--- src/rtl/core/lls_fifo.sv ---
`timescale 1ns / 1ps
// small register queue with push/full and pop/empty sides
// depends on nothing but its type parameter

module lls_fifo #(
   parameter int  DEPTH     = 4,
   parameter type item_type = logic
) (
   input  logic     clock,
   input  logic     reset,
   input  logic     push,
   output logic     full,
   input  item_type data_in,
   input  logic     pop,
   output logic     empty,
   output item_type data_out
);

   localparam int AW = (DEPTH > 1) ? $clog2(DEPTH) : 1;

   item_type        mem_ff [DEPTH];
   logic [AW:0]     wr_ptr_ff, wr_ptr_in;
   logic [AW:0]     rd_ptr_ff, rd_ptr_in;
   logic            do_push, do_pop;

   assign empty    = (wr_ptr_ff == rd_ptr_ff);
   assign full     = (wr_ptr_ff[AW] != rd_ptr_ff[AW]) &&
                     (wr_ptr_ff[AW-1:0] == rd_ptr_ff[AW-1:0]);
   assign do_push  = push && !full;
   assign do_pop   = pop && !empty;
   assign data_out = mem_ff[rd_ptr_ff[AW-1:0]];

   assign wr_ptr_in = do_push ? wr_ptr_ff + 1'b1 : wr_ptr_ff;
   assign rd_ptr_in = do_pop ? rd_ptr_ff + 1'b1 : rd_ptr_ff;

   always_ff @(posedge clock) begin
      if (reset) begin
         wr_ptr_ff <= '0;
         rd_ptr_ff <= '0;
      end else begin
         wr_ptr_ff <= wr_ptr_in;
         rd_ptr_ff <= rd_ptr_in;
      end
   end

   always_ff @(posedge clock) begin
      if (do_push) begin
         mem_ff[wr_ptr_ff[AW-1:0]] <= data_in;
      end
   end

endmodule

--- config.mk ---
export PLATFORM = sky130hd
export DESIGN_NAME = lls_fifo
export DESIGN_NICKNAME = d
export VERILOG_FILES = /design/src/rtl/core/lls_fifo.sv
export SDC_FILE = /design/constraint.sdc
export NUM_CORES = 1
export LEC_CHECK = 0
export BUFFER_PORTS_ARGS = -buffer_cell sky130_fd_sc_hd__buf_2
export CAP_MARGIN = 10
export CORE_MARGIN = 3
export CORE_UTILIZATION = 30
export CTS_BUF_LIST = sky130_fd_sc_hd__clkbuf_8
export DETAILED_ROUTE_END_ITERATION = 12
export GPL_TIMING_DRIVEN = 0
export SETUP_SLACK_MARGIN = 0.4
export SLEW_MARGIN = 20
export SYNTH_ARGS = -nofsm -noshare
export SYNTH_HDL_FRONTEND = slang
export SYNTH_SLANG_ARGS = --single-unit
--- constraint.sdc ---
create_clock -name clock -period 1.89 [get_ports clock]
set_input_delay 0.0945 -clock clock [delete_from_list [all_inputs] [get_ports clock]]
set_output_delay 0.0945 -clock clock [all_outputs]
set_load 0.02 [all_outputs]
==> metrics.txt <==
status finished, final reports clean; max-cap violation count 0; worst stage delay on the critical path 470 ps; vias in the first global route 549; critical path arrival 1460 ps; average wire per standard cell 13.68 um; peak supply drop 0.6046 mV; Inserted Clock Buffers 3; Max-slew headroom 0.7145; ys flop type dfxtp_1; crit path capture type flip-flop; core area 2255 um2; ant diodes 0; syn avg cell area 9.759 um2; Crit Path Max Fanout 7; Synth async-reset ratio 0; Distinct cells, synth 25; via count 595; total track usage 0.1087; starting density of the core 0.3246; # rows 17; setup violators final 0; CTS tree yes; critical path class reg -> reg; non-filler cells, final 114; Die Ht 55.40 um; Clock Sink Count 12; via/cell ratio 5.219; layout cells sized above 1 0.2674; Worst EP required 1890 ps; mapped cell area 732.0 um2; Routability Congestion 0.7621; worst skew pair latency 250 ps; # hold bufs at CTS 0; Yosys warnings 0; die area 3069 um2; CP bufs+invs 0; Worst Max-Slew Pin Slew 428.3 ps; sequential share of the synthesized area 0.3829; Worst Skew 8.825 ps; RSZ-0062 raised after global routing no; EDFF count, synth 4; antenna violations before repair 0; critical path cell sequence xor2_2 -> a31oi_2 -> and2_1; clk slew on worst S/H paths 60 ps; Post-Syn Nets 85; FMAX 0.6891 GHz; Post-Place Cells 110; delay-heaviest family, CP flip-flops; drt drc 0; Hold Crit Class in -> reg; fin nets 97; Mapped Cells 75; WHS Path Cells 1; CTS root buffer clkbuf_8; hpwl dp 1.129 mm; final setup margin 438.9 ps; synth-to-layout area growth 24.44%; TritonRoute pass-1 iters 4; post-layout min period 1451 ps; largest net degree at the start of global routing 11; DR iter-0 viols 5; Chip Width 55.40 um; Ports 8; critical path depth in cells 3; H-tree Lvls 1; final wirelength 1.559 mm; flops & latches, synth 12; grt total ovfl 0; placement-stage worst setup slack 270.4 ps; first-pass GRT wire length 2.559 mm; max-slew violation count 0; CP max-delay cell dfxtp_1; Worst Setup Start Kind flip-flop; antenna viol nets, final 0; PortBufs 7; r2r worst-path depth 3; Final Hold Viols 0; Pwr Density 1123 nW/um2; Final Cycle Share 0.7678; Leakage 0.0003296 uW; Setup TNS 0 ps; worst-case clock buffer depth 2
per-layer routing:
layer | wire length (um) | part of all wire | track usage | vias to the layer above
met3 | 81 | 0.052 | 0.04907 | 2
met5 | 0 | 0 | 0 | -
li1 | - | - | - | 301
met4 | 12 | 0.0077 | 0.03125 | 0
met1 | 717 | 0.46 | 0.1408 | 279
met2 | 747 | 0.48 | 0.1622 | 13
kinds of logic (layout without fill, tap and decap cells):
logic type	Yosys count	after routing	synth area share
compound gates	15	15	0.1333
xor+xnor	6	6	0.08207
fa+ha+maj	5	5	0.08547
buf+inv	7	18	0.04615
flops	12	12	0.3829
mux	1	1	0.03077
simple gates	29	29	0.2393
worst register-to-register path, cell delays in order, from the launching register on:
cell and delay (ps):
dfxtp_1 470, xor2_2 360, a31oi_2 180, and2_1 200
cell usage in the layout, fill, tap and decap left out, types with 3 or more instances in the layout:
cell type and n:
nor3b_1 4, ha_1 5, xnor2_2 3, inv_1 5
and2_1 4, buf_2 7, edfxtp_1 4, o21ai_0 5
nand4_1 6, nor2b_1 3, nand2_1 3, nand3_1 5
clkbuf_8 3, dfxtp_1 5, dfxtp_2 3
path summary, 6_finish.rpt:
| path | startpoint | end | slack (ps) |
|---|---|---|---|
| worst max-delay path | wr_ptr_ff[2] | mem_ff[0] | 440 |
| worst max register to register | wr_ptr_ff[2] | mem_ff[0] | 440 |
| worst min-delay path | data_in | mem_ff[3] | 80 |
| worst min register to register | rd_ptr_ff[2] | rd_ptr_ff[2] | 590 |
report_power, final:
| part | internal, uW | switching [uW] | total, uW | leakage [uW] |
|---|---|---|---|---|
| Sequential | 318 | 68.6 | 387 | 0.000103 |
| Combinational | 161 | 231 | 392 | 0.000203 |
| Clock | 143 | 101 | 244 | 0.0000231 |
final cells by class:
| type | count | area [um2] |
|---|---|---|
| Clock inverter | 1 | 3.754 |
| Sequential cell | 12 | 284.0 |
| Clock buffer | 3 | 41.29 |
| Inverter | 5 | 18.77 |
| Tap cell | 28 | 35.03 |
| Fill cell | 250 | 1344 |
| Buffer | 2 | 15.01 |
| Multi-Input combinational cell | 56 | 478.0 |
| Timing Repair Buffer | 7 | 35.03 |
per-stage QoR:
stage          total power (uW)  hold WS [ps]  cell area, um2  utilization
2_1_floorplan             623.9         193.4           732.0            -
3_3_place_gp              717.8         317.0           802.0       0.3557
3_5_place_dp              727.5         327.8           802.0       0.3557
4_1_cts                    1008         77.60           879.6       0.3901
5_1_grt                    1090         79.47           910.9       0.4040
6_report                   1023         78.85           910.9       0.4040
what timing repair did:
| action | in CTS | in global routing |
|---|---|---|
| buffers inserted | 0 | 0 |
| pin swaps | 0 | 1 |
| endpoints found under the setup margin | 9 | 7 |
| gates resized for setup | 6 | 5 |
cell usage after synthesis (all sizes together), types with 2 or more instances:
cell type	count	area share
a211o	2	0.024
a21oi	2	0.014
a31oi	2	0.017
a41oi	2	0.024
and2	4	0.034
dfxtp	8	0.22
edfxtp	4	0.16
ha	5	0.085
inv	5	0.026
nand2	3	0.015
nand3	5	0.034
nand4	6	0.051
nor2b	3	0.026
nor3	2	0.014
nor3b	4	0.041
o211ai	2	0.021
o21ai	5	0.034
xnor2	3	0.036
xor2	3	0.046
No activity file was read; power rests on OpenSTA's default activity.
