`src/rtl/core/lls_pkg.sv`:
```
`timescale 1ns / 1ps
// shared types, constants and helpers for the 3x3 lup linear solver
// no dependencies; imported by every other file but lls_fifo

package lls_pkg;

   localparam int FRAC_BITS_DEF = 16;
   localparam int CMD_Q_DEPTH   = 4;
   localparam int RSP_Q_DEPTH   = 2;

   // wide width for sums of shifted products before saturation
   localparam int WIDE_W = 66;
   localparam logic signed [WIDE_W-1:0] SAT_MAX = 66'sd2147483647;
   localparam logic signed [WIDE_W-1:0] SAT_MIN = -66'sd2147483648;

   typedef struct packed {
      logic signed [31:0] a11;
      logic signed [31:0] a12;
      logic signed [31:0] a13;
      logic signed [31:0] a21;
      logic signed [31:0] a22;
      logic signed [31:0] a23;
      logic signed [31:0] a31;
      logic signed [31:0] a32;
      logic signed [31:0] a33;
      logic signed [31:0] b1;
      logic signed [31:0] b2;
      logic signed [31:0] b3;
   } lls_req_type;

   typedef struct packed {
      logic signed [31:0] x1;
      logic signed [31:0] x2;
      logic signed [31:0] x3;
      logic               singular;
      logic               overflow;
   } lls_rsp_type;

   // working context of one system as it travels down the back end
   typedef struct packed {
      logic [2:0][2:0][31:0] m;
      logic [2:0][31:0]      b;
      logic [2:0][31:0]      y;
      logic [2:0][31:0]      x;
      logic [31:0]           t;
      logic [3:0][63:0]      p;
      logic                  sing;
      logic                  ovf;
   } lls_ctx_type;

   function automatic logic [32:0] abs33(input logic [31:0] v);
      logic signed [32:0] s;
      s = 33'($signed(v));
      return s[32] ? 33'(-s) : 33'(s);
   endfunction

   // returns {saturated flag, clamped value}
   function automatic logic [32:0] sat32(input logic signed [WIDE_W-1:0] v);
      logic [32:0] r;
      if (v > SAT_MAX) begin
         r = {1'b1, 32'h7fff_ffff};
      end else if (v < SAT_MIN) begin
         r = {1'b1, 32'h8000_0000};
      end else begin
         r = {1'b0, v[31:0]};
      end
      return r;
   endfunction

endpackage

```
`src/rtl/core/lls_front.sv`:
```
`timescale 1ns / 1ps
// front end: first pivot search and row exchange on an incoming item
// depends on lls_pkg

module lls_front (
   input  lls_pkg::lls_req_type req,
   output lls_pkg::lls_ctx_type ctx
);

   import lls_pkg::*;

   logic [32:0] mag0, mag1, mag2, best;
   logic [1:0]  pick;
   logic [2:0][2:0][31:0] rows;
   logic [2:0][31:0]      rhs;

   assign rows[0] = {req.a13, req.a12, req.a11};
   assign rows[1] = {req.a23, req.a22, req.a21};
   assign rows[2] = {req.a33, req.a32, req.a31};
   assign rhs     = {req.b3, req.b2, req.b1};

   assign mag0 = abs33(req.a11);
   assign mag1 = abs33(req.a21);
   assign mag2 = abs33(req.a31);

   // first row of largest magnitude wins
   always_comb begin
      best = mag0;
      pick = 2'd0;
      if (mag1 > best) begin
         best = mag1;
         pick = 2'd1;
      end
      if (mag2 > best) begin
         best = mag2;
         pick = 2'd2;
      end
   end

   always_comb begin
      ctx      = '0;
      ctx.m    = rows;
      ctx.b    = rhs;
      ctx.sing = (best == '0);
      if (pick != 2'd0) begin
         ctx.m[0]    = rows[pick];
         ctx.m[pick] = rows[0];
         ctx.b[0]    = rhs[pick];
         ctx.b[pick] = rhs[0];
      end
   end

endmodule

```
`config.mk`:
```
export PLATFORM = sky130hd
export DESIGN_NAME = lls_front
export DESIGN_NICKNAME = d
export VERILOG_FILES = /design/src/rtl/core/lls_pkg.sv /design/src/rtl/core/lls_front.sv
export SDC_FILE = /design/constraint.sdc
export NUM_CORES = 1
export LEC_CHECK = 0
export ABC_AREA = 1
export BUFFER_PORTS_ARGS = -buffer_cell sky130_fd_sc_hd__buf_4
export CAP_MARGIN = 5
export CORE_AREA = 2 2 484 486
export DETAILED_ROUTE_END_ITERATION = 16
export DIE_AREA = 0 0 486 488
export GPL_TIMING_DRIVEN = 0
export PLACE_DENSITY = 0.3
export SLEW_MARGIN = 20
export SYNTH_ARGS = -nofsm -noshare
export SYNTH_HDL_FRONTEND = slang
export SYNTH_SLANG_ARGS = --single-unit
```
`constraint.sdc`:
```
create_clock -name vclk -period 5.9
set_clock_uncertainty 0.1 [all_clocks]
set_input_delay 0 -clock vclk [all_inputs]
set_output_delay 0 -clock vclk [all_outputs]
set_load 0.02 [all_outputs]
```
==> flow_summary.html, run 1 <==
<table>
<tr><th>Metric</th><th>Value</th></tr>
<tr><th colspan="2">Status</th></tr>
<tr><td>Result of the run</td><td>finished clean</td></tr>
<tr><th colspan="2">Synthesis</th></tr>
<tr><td>Cell variety after synth</td><td>40</td></tr>
<tr><td>Share of synthesized area occupied by flip-flops and latches</td><td>0%</td></tr>
<tr><td>Mean area per synthesized cell</td><td>5.31 um^2</td></tr>
<tr><td>Gate Count Post-Synth</td><td>2550</td></tr>
<tr><td>Total standard cell area after synthesis</td><td>13600 um^2</td></tr>
<tr><td>Number of warnings issued by yosys</td><td>0</td></tr>
<tr><th colspan="2">Final layout</th></tr>
<tr><td>Filler Cell Count</td><td>27400</td></tr>
<tr><td>Count of clock buffers in the final design</td><td>0</td></tr>
<tr><td>Final Net Count</td><td>4304</td></tr>
<tr><td>Layout overhead on the synthesized area</td><td>103%</td></tr>
<tr><td>Layout cells sized above 1</td><td>42.6%</td></tr>
<tr><td>Sequential cell area</td><td>0 um^2</td></tr>
<tr><td>Number of sequential cells in the layout</td><td>0</td></tr>
<tr><th colspan="2">Routing</th></tr>
<tr><td>Per-cell via count in the routed design</td><td>3.08</td></tr>
<tr><td>Final WL</td><td>192 mm</td></tr>
<tr><td>Vias post-DR</td><td>21300</td></tr>
<tr><td>Detailed Route Iter0 Violations</td><td>1434</td></tr>
<tr><td>Post-route antenna net violation count</td><td>0</td></tr>
<tr><td>Post-detailed-route DRC marker count</td><td>0</td></tr>
<tr><td>First drt pass iteration count</td><td>5</td></tr>
<tr><td>DR WL/cell</td><td>27.8 um</td></tr>
<tr><th colspan="2">Placed design</th></tr>
<tr><td>Input/output buffers</td><td>767</td></tr>
<tr><td>Placed wire-length estimate after detailed placement</td><td>175 mm</td></tr>
<tr><td>Post-place setup slack</td><td>-2.73 ns</td></tr>
<tr><td>Final GP Congestion</td><td>0.903</td></tr>
<tr><th colspan="2">GRT</th></tr>
<tr><td>Leftover overflow at the end of global routing</td><td>0</td></tr>
<tr><td>Number of global-route vias before repair</td><td>19800</td></tr>
<tr><td>Wire length of the first global-routing pass</td><td>235 mm</td></tr>
<tr><td>Total GRT Usage</td><td>15.3%</td></tr>
<tr><td>Largest net degree at the start of global routing</td><td>11</td></tr>
<tr><td>Number of antenna violations at the first check in global routing</td><td>94</td></tr>
<tr><th colspan="2">Power and ir drop</th></tr>
<tr><td>Static leakage power</td><td>14.2 nW</td></tr>
<tr><td>Total power divided by cell area</td><td>206 nW/um^2</td></tr>
<tr><td>Maximum VDD drop</td><td>0.0849 mV</td></tr>
<tr><th colspan="2">Floorplanning</th></tr>
<tr><td>Top-level I/O count</td><td>1250</td></tr>
<tr><td>DIE AREA</td><td>237000 um^2</td></tr>
<tr><td>Vertical extent of the die</td><td>488 um</td></tr>
<tr><td>Cell row count</td><td>177</td></tr>
<tr><td>Starting density of the core</td><td>5.84%</td></tr>
<tr><td>Horiz. Die Dim</td><td>486 um</td></tr>
<tr><td>Core area</td><td>232000 um^2</td></tr>
<tr><th colspan="2">Critical path</th></tr>
<tr><td>Arrival time reported for the critical path endpoint</td><td>5.58 ns</td></tr>
<tr><td>Category of cells accounting for the largest share of critical-path delay</td><td>simple AND/OR/NAND/NOR gates</td></tr>
<tr><td>Critical-path maximum fanout</td><td>10</td></tr>
<tr><td>Critical path buffer and inverter count</td><td>14</td></tr>
<tr><td>Worst-path cell with the longest stage delay</td><td>nor3_4</td></tr>
<tr><td>Data required time of the worst path</td><td>5.80 ns</td></tr>
<tr><td>Maximum cell stage delay along the critical path</td><td>0.38 ns</td></tr>
<tr><td>Number of stages on the worst setup path</td><td>41</td></tr>
<tr><td>Type of origin of the critical path</td><td>input port</td></tr>
<tr><td>End of the critical path</td><td>ctx[769]</td></tr>
<tr><td>Type of destination of the critical path</td><td>output port</td></tr>
<tr><td>Launch point of the worst path</td><td>req[362]</td></tr>
<tr><td>Crit path kind</td><td>input port to output port</td></tr>
<tr><td>Most used cell along the critical path</td><td>nand2_1</td></tr>
<tr><th colspan="2">Timing</th></tr>
<tr><td>Setup violation total in the final timing report</td><td>0</td></tr>
<tr><td>WHS</td><td>0.235 ns</td></tr>
<tr><td>Max Fclk</td><td>0.176 GHz</td></tr>
<tr><td>Tcrit/Tclk final</td><td>96.3%</td></tr>
<tr><td>Final Hold Violating Endpoints</td><td>0</td></tr>
<tr><td>Slew Viols, Final</td><td>0</td></tr>
<tr><td>Transition time of the tightest slew-check pin</td><td>0.655 ns</td></tr>
<tr><td>Worst Slack Setup Final</td><td>0.216 ns</td></tr>
<tr><td>Slew Limit Headroom</td><td>56.0%</td></tr>
<tr><td>Time the final worst path needs with I/O delays and setup</td><td>5.68 ns</td></tr>
<tr><th colspan="2">Min path</th></tr>
<tr><td>Worst min-delay path class</td><td>input port to output port</td></tr>
<tr><th colspan="2">Clock network</th></tr>
<tr><td>Hold_buf cts</td><td>0</td></tr>
<tr><th colspan="2">Flow run</th></tr>
<tr><td>Max_cap viols</td><td>0</td></tr>
</table>
==> tightest hold or removal path: cells and delay by family <==
family / cells / cell delay, ns
AO/OA/AOI/OAI: 1 / 0.06
buffers and inverters: 2 / 0.23
AND/OR/NAND/NOR: 1 / 0.04
==> metal layers <==
layer	part of all wire, %	GRT usage [%]
met5	0.10	0
met4	2.5	3.54
met3	6.1	2.95
met2	55	30.5
met1	36	16.3
==> power breakdown <==
part | switching, mW | internal [mW]
combinational | 3.76 | 1.88
sequential | 0 | 0
clock | 0 | 0.000000653
total | 3.76 | 1.88
==> layout by cell type (no fill, tap or decap), types with 16 or more instances in the layout <==
cell type      n
o22ai_1      125
nor2_1       180
diode_2       27
inv_1        260
clkinvlp_4    16
nand3_1       81
o21ai_1       58
conb_1       485
nand2_2       27
a21oi_1       83
ha_1          61
buf_4       1274
o21ai_4       26
a21oi_2       24
nand4_1       25
nand2_1      575
clkbuf_2      33
o21ai_0      173
buf_6         47
o21ai_2       39
nor2_4        24
xor2_1        53
nor2_2        21
==> area by class of cell <==
cell class | count | area, um^2 | area share [%]
timing repair buffer | 815 | 6340 | 23.1
buffer | 596 | 4710 | 17.2
timing repair inverter | 1 | 16.3 | 0.0593
multi-input combinational | 2147 | 11300 | 41.3
tap | 3043 | 3810 | 13.9
inverter | 290 | 1180 | 4.31
antenna | 27 | 67.6 | 0.246
==> logic make-up after synthesis <==
kind of cell	share of synthesized area, %
other	0.0554
AND/OR/NAND/NOR	29.9
adder cells (fa/ha/maj)	6.37
buffers and inverters	38.4
AO/OA/AOI/OAI	21.4
XOR/XNOR	3.88
==> worst min-delay path by stage <==
stage               slack [ns]     start  cells after the start       end
floorplan                 0.08   req[34]                      2  ctx[484]
global placement          0.24   req[13]                      4  ctx[559]
detailed placement        0.23  req[102]                      4  ctx[840]
CTS                       0.23   req[13]                      4  ctx[559]
global route              0.25  req[109]                      4  ctx[847]
finish                    0.24  req[102]                      4  ctx[840]
==> what timing repair did <==
| action | CTS | global route |
|---|---|---|
| resized for setup | 430 | 230 |
| setup buffers | 23 | 20 |
| pin swaps | 22 | 51 |
| gates cloned | 3 | 2 |
| endpoints found under the setup margin | 385 | 385 |
==> stage by stage <==
step	power (mW)	setup TNS (ns)	instances	utilization, %	cell area, um^2
after floorplan	2.40	0	3033	-	15400
after CTS	5.66	0	6870	11.4	26500
after global placement	5.28	-791.95	6843	10.8	24900
after global routing	6.04	-0.0415	6906	11.8	27400
after detailed placement	5.27	-729.09	6844	10.8	25000
final	5.65	0	6919	11.8	27400
==> synth_stat cells (3+ instances only) <==
library cell | n | area (um^2)
nand2_1 | 605 | 2270
buf_4 | 481 | 3610
inv_1 | 284 | 1070
o21ai_0 | 270 | 1350
nor2_1 | 220 | 826
o22ai_1 | 126 | 788
a21oi_1 | 112 | 561
nand3_1 | 91 | 455
ha_1 | 69 | 863
clkbuf_1 | 59 | 221
xor2_1 | 55 | 482
buf_2 | 37 | 185
o21ai_1 | 26 | 130
nand4_1 | 25 | 156
buf_1 | 16 | 60.1
nor3_1 | 14 | 70.1
nand3b_1 | 12 | 90.1
and2_1 | 5 | 31.3
xnor2_1 | 5 | 43.8
inv_2 | 4 | 15.0
a21o_1 | 3 | 22.5
buf_6 | 3 | 33.8
nand2_2 | 3 | 18.8
nor2_4 | 3 | 33.8
or2_2 | 3 | 18.8
Note: power is estimated with default switching activity, not from simulation.
==> inputs of run 2 (changes only) <==
- CORE_AREA: 2 2 484 486 -> 2 2 488 490
- DIE_AREA: 0 0 486 488 -> 0 0 490 492
- REMOVE_ABC_BUFFERS: unset -> 1
- clock period: 5.9 -> 6.7 ns (I/O delays scaled with it)
==> flow_summary.html, run 2 (synthesis gave the netlist of run 1 again) <==
<table>
<tr><th>Metric</th><th>Value</th></tr>
<tr><th colspan="2">Routing</th></tr>
<tr><td>Detailed Route Iter0 Violations</td><td>1224 (was 1434)</td></tr>
<tr><td>Vias post-DR</td><td>18900 (was 21300)</td></tr>
<tr><td>Post-route antenna net violation count</td><td>0 (unchanged)</td></tr>
<tr><td>Per-cell via count in the routed design</td><td>2.93 (was 3.08)</td></tr>
<tr><td>DR WL/cell</td><td>26.6 um (was 27.8 um)</td></tr>
<tr><td>First drt pass iteration count</td><td>6 (was 5)</td></tr>
<tr><td>Post-detailed-route DRC marker count</td><td>0 (unchanged)</td></tr>
<tr><td>Final WL</td><td>172 mm (was 192 mm)</td></tr>
<tr><th colspan="2">Final layout</th></tr>
<tr><td>Most common cell after layout, fill and taps aside</td><td>buf_4 (unchanged)</td></tr>
<tr><td>Count of clock buffers in the final design</td><td>0 (unchanged)</td></tr>
<tr><td>Sequential cell area</td><td>0 um^2 (unchanged)</td></tr>
<tr><td>Layout overhead on the synthesized area</td><td>68.3% (was 103%)</td></tr>
<tr><td>Layout cells sized above 1</td><td>28.5% (was 42.6%)</td></tr>
<tr><td>Design area</td><td>22800 um^2 (was 27400 um^2)</td></tr>
<tr><td>Top library cells by usage in the layout, fill and taps aside</td><td>buf_4 (775), nand2_1 (599), conb_1 (485), inv_1 (278), o21ai_0 (235) (was buf_4 (1274), nand2_1 (575), conb_1 (485), inv_1 (260), nor2_1 (180))</td></tr>
<tr><td>Number of sequential cells in the layout</td><td>0 (unchanged)</td></tr>
<tr><td>Non-filler instance count after layout</td><td>6453 (was 6919)</td></tr>
<tr><td>Final Net Count</td><td>3718 (was 4304)</td></tr>
<tr><td>Filler Cell Count</td><td>28000 (was 27400)</td></tr>
<tr><th colspan="2">Floorplanning</th></tr>
<tr><td>Horiz. Die Dim</td><td>490 um (was 486 um)</td></tr>
<tr><td>DIE AREA</td><td>241000 um^2 (was 237000 um^2)</td></tr>
<tr><td>Core area</td><td>236000 um^2 (was 232000 um^2)</td></tr>
<tr><td>Top-level I/O count</td><td>1250 (unchanged)</td></tr>
<tr><td>Cell row count</td><td>179 (was 177)</td></tr>
<tr><td>Vertical extent of the die</td><td>492 um (was 488 um)</td></tr>
<tr><td>Starting density of the core</td><td>5.74% (was 5.84%)</td></tr>
<tr><th colspan="2">Placed design</th></tr>
<tr><td>Instance count after placement with tap cells included</td><td>6388 (was 6844)</td></tr>
<tr><td>Input/output buffers</td><td>769 (was 767)</td></tr>
<tr><td>Placed Area</td><td>21400 um^2 (was 25000 um^2)</td></tr>
<tr><td>Placed wire-length estimate after detailed placement</td><td>145 mm (was 175 mm)</td></tr>
<tr><td>Final GP Congestion</td><td>0.910 (was 0.903)</td></tr>
<tr><th colspan="2">Critical path</th></tr>
<tr><td>Critical-path maximum fanout</td><td>27 (was 10)</td></tr>
<tr><td>Type of origin of the critical path</td><td>input port (unchanged)</td></tr>
<tr><td>Arrival time reported for the critical path endpoint</td><td>6.26 ns (was 5.58 ns)</td></tr>
<tr><td>Number of stages on the worst setup path</td><td>34 (was 41)</td></tr>
<tr><td>Type of destination of the critical path</td><td>output port (unchanged)</td></tr>
<tr><td>Category of cells accounting for the largest share of critical-path delay</td><td>simple AND/OR/NAND/NOR gates (unchanged)</td></tr>
<tr><td>Worst-path cell with the longest stage delay</td><td>or2_2 (was nor3_4)</td></tr>
<tr><td>Maximum cell stage delay along the critical path</td><td>0.37 ns (was 0.38 ns)</td></tr>
<tr><td>Most used cell along the critical path</td><td>nor2_4 (was nand2_1)</td></tr>
<tr><td>Data required time of the worst path</td><td>6.60 ns (was 5.80 ns)</td></tr>
<tr><td>Crit path kind</td><td>input port to output port (unchanged)</td></tr>
<tr><td>Critical path buffer and inverter count</td><td>10 (was 14)</td></tr>
<tr><th colspan="2">Flow run</th></tr>
<tr><td>Max_cap viols</td><td>0 (unchanged)</td></tr>
<tr><th colspan="2">Timing</th></tr>
<tr><td>Setup violation total in the final timing report</td><td>0 (unchanged)</td></tr>
<tr><td>Final Hold Violating Endpoints</td><td>0 (unchanged)</td></tr>
<tr><td>Tcrit/Tclk final</td><td>95.0%</td></tr>
<tr><td>Slew Viols, Final</td><td>0 (unchanged)</td></tr>
<tr><td>Transition time of the tightest slew-check pin</td><td>1.05 ns (was 0.655 ns)</td></tr>
<tr><td>Time the final worst path needs with I/O delays and setup</td><td>6.36 ns</td></tr>
<tr><td>Unrepaired setup endpoints after global routing</td><td>true</td></tr>
<tr><td>Max Fclk</td><td>0.157 GHz</td></tr>
<tr><td>Slew Limit Headroom</td><td>29.2% (was 56.0%)</td></tr>
<tr><th colspan="2">GRT</th></tr>
<tr><td>Total GRT Usage</td><td>13.2% (was 15.3%)</td></tr>
<tr><td>Leftover overflow at the end of global routing</td><td>0 (unchanged)</td></tr>
<tr><td>Largest net degree at the start of global routing</td><td>79 (was 11)</td></tr>
<tr><td>Number of antenna violations at the first check in global routing</td><td>113 (was 94)</td></tr>
<tr><td>Wire length of the first global-routing pass</td><td>204 mm (was 235 mm)</td></tr>
<tr><td>Number of global-route vias before repair</td><td>16800 (was 19800)</td></tr>
<tr><th colspan="2">Min path</th></tr>
<tr><td>Worst min-delay path class</td><td>input port to output port (unchanged)</td></tr>
<tr><td>Number of cells on the worst hold path</td><td>4 (unchanged)</td></tr>
<tr><th colspan="2">Status</th></tr>
<tr><td>Result of the run</td><td>finished clean (unchanged)</td></tr>
<tr><th colspan="2">Clock network</th></tr>
<tr><td>Hold_buf cts</td><td>0 (unchanged)</td></tr>
</table>
run 2: per-stage QoR:
step	hold WS [ns]	util (%)	setup TNS, ns	worst slack, ns
final	0.228	9.65	0	0.336
after global routing	0.249	9.63	-0.00476	-0.00476
after CTS	0.230	9.47	0	0.00922
after detailed placement	0.225	9.06	-612.58	-2.91
after global placement	0.228	8.88	-6531.53	-24.42
after floorplan	0.0819	-	-2182.26	-7.46
run 2: tightest hold or removal path, cell delays in order:
cell and delay, ns:
buf_4 0.09, nand2_1 0.04, o21ai_0 0.06, buf_4 0.14
run 2: final cells by class:
cell class         instances  area (um^2)  area share (%)
repair buffers           822         6890            30.2
well taps               3167         3960            17.4
diodes                    23         57.6           0.252
multi-input cells       2151        10700            47.1
inverters                290         1150            5.05
run 2: path summary, 6_finish.rpt:
kind | start | to | slack (ns)
worst max-delay path | req[364] | ctx[732] | 0.34
worst min-delay path | req[61] | ctx[543] | 0.23
run 2: timing repair:
item                                    4_1_cts  5_1_grt
gates resized for setup                     122       53
pin swaps                                    11       11
buffers inserted                             16        3
gates cloned                                 15        9
hold endpoints to repair                      0        0
endpoints found under the setup margin      385      243
run 2: metal layers:
layer | global-route usage [%] | wire [um]
met3 | 3.32 | 12700
met4 | 0.332 | 1480
met1 | 16.5 | 73500
met2 | 23.6 | 84000
met5 | 0 | 329
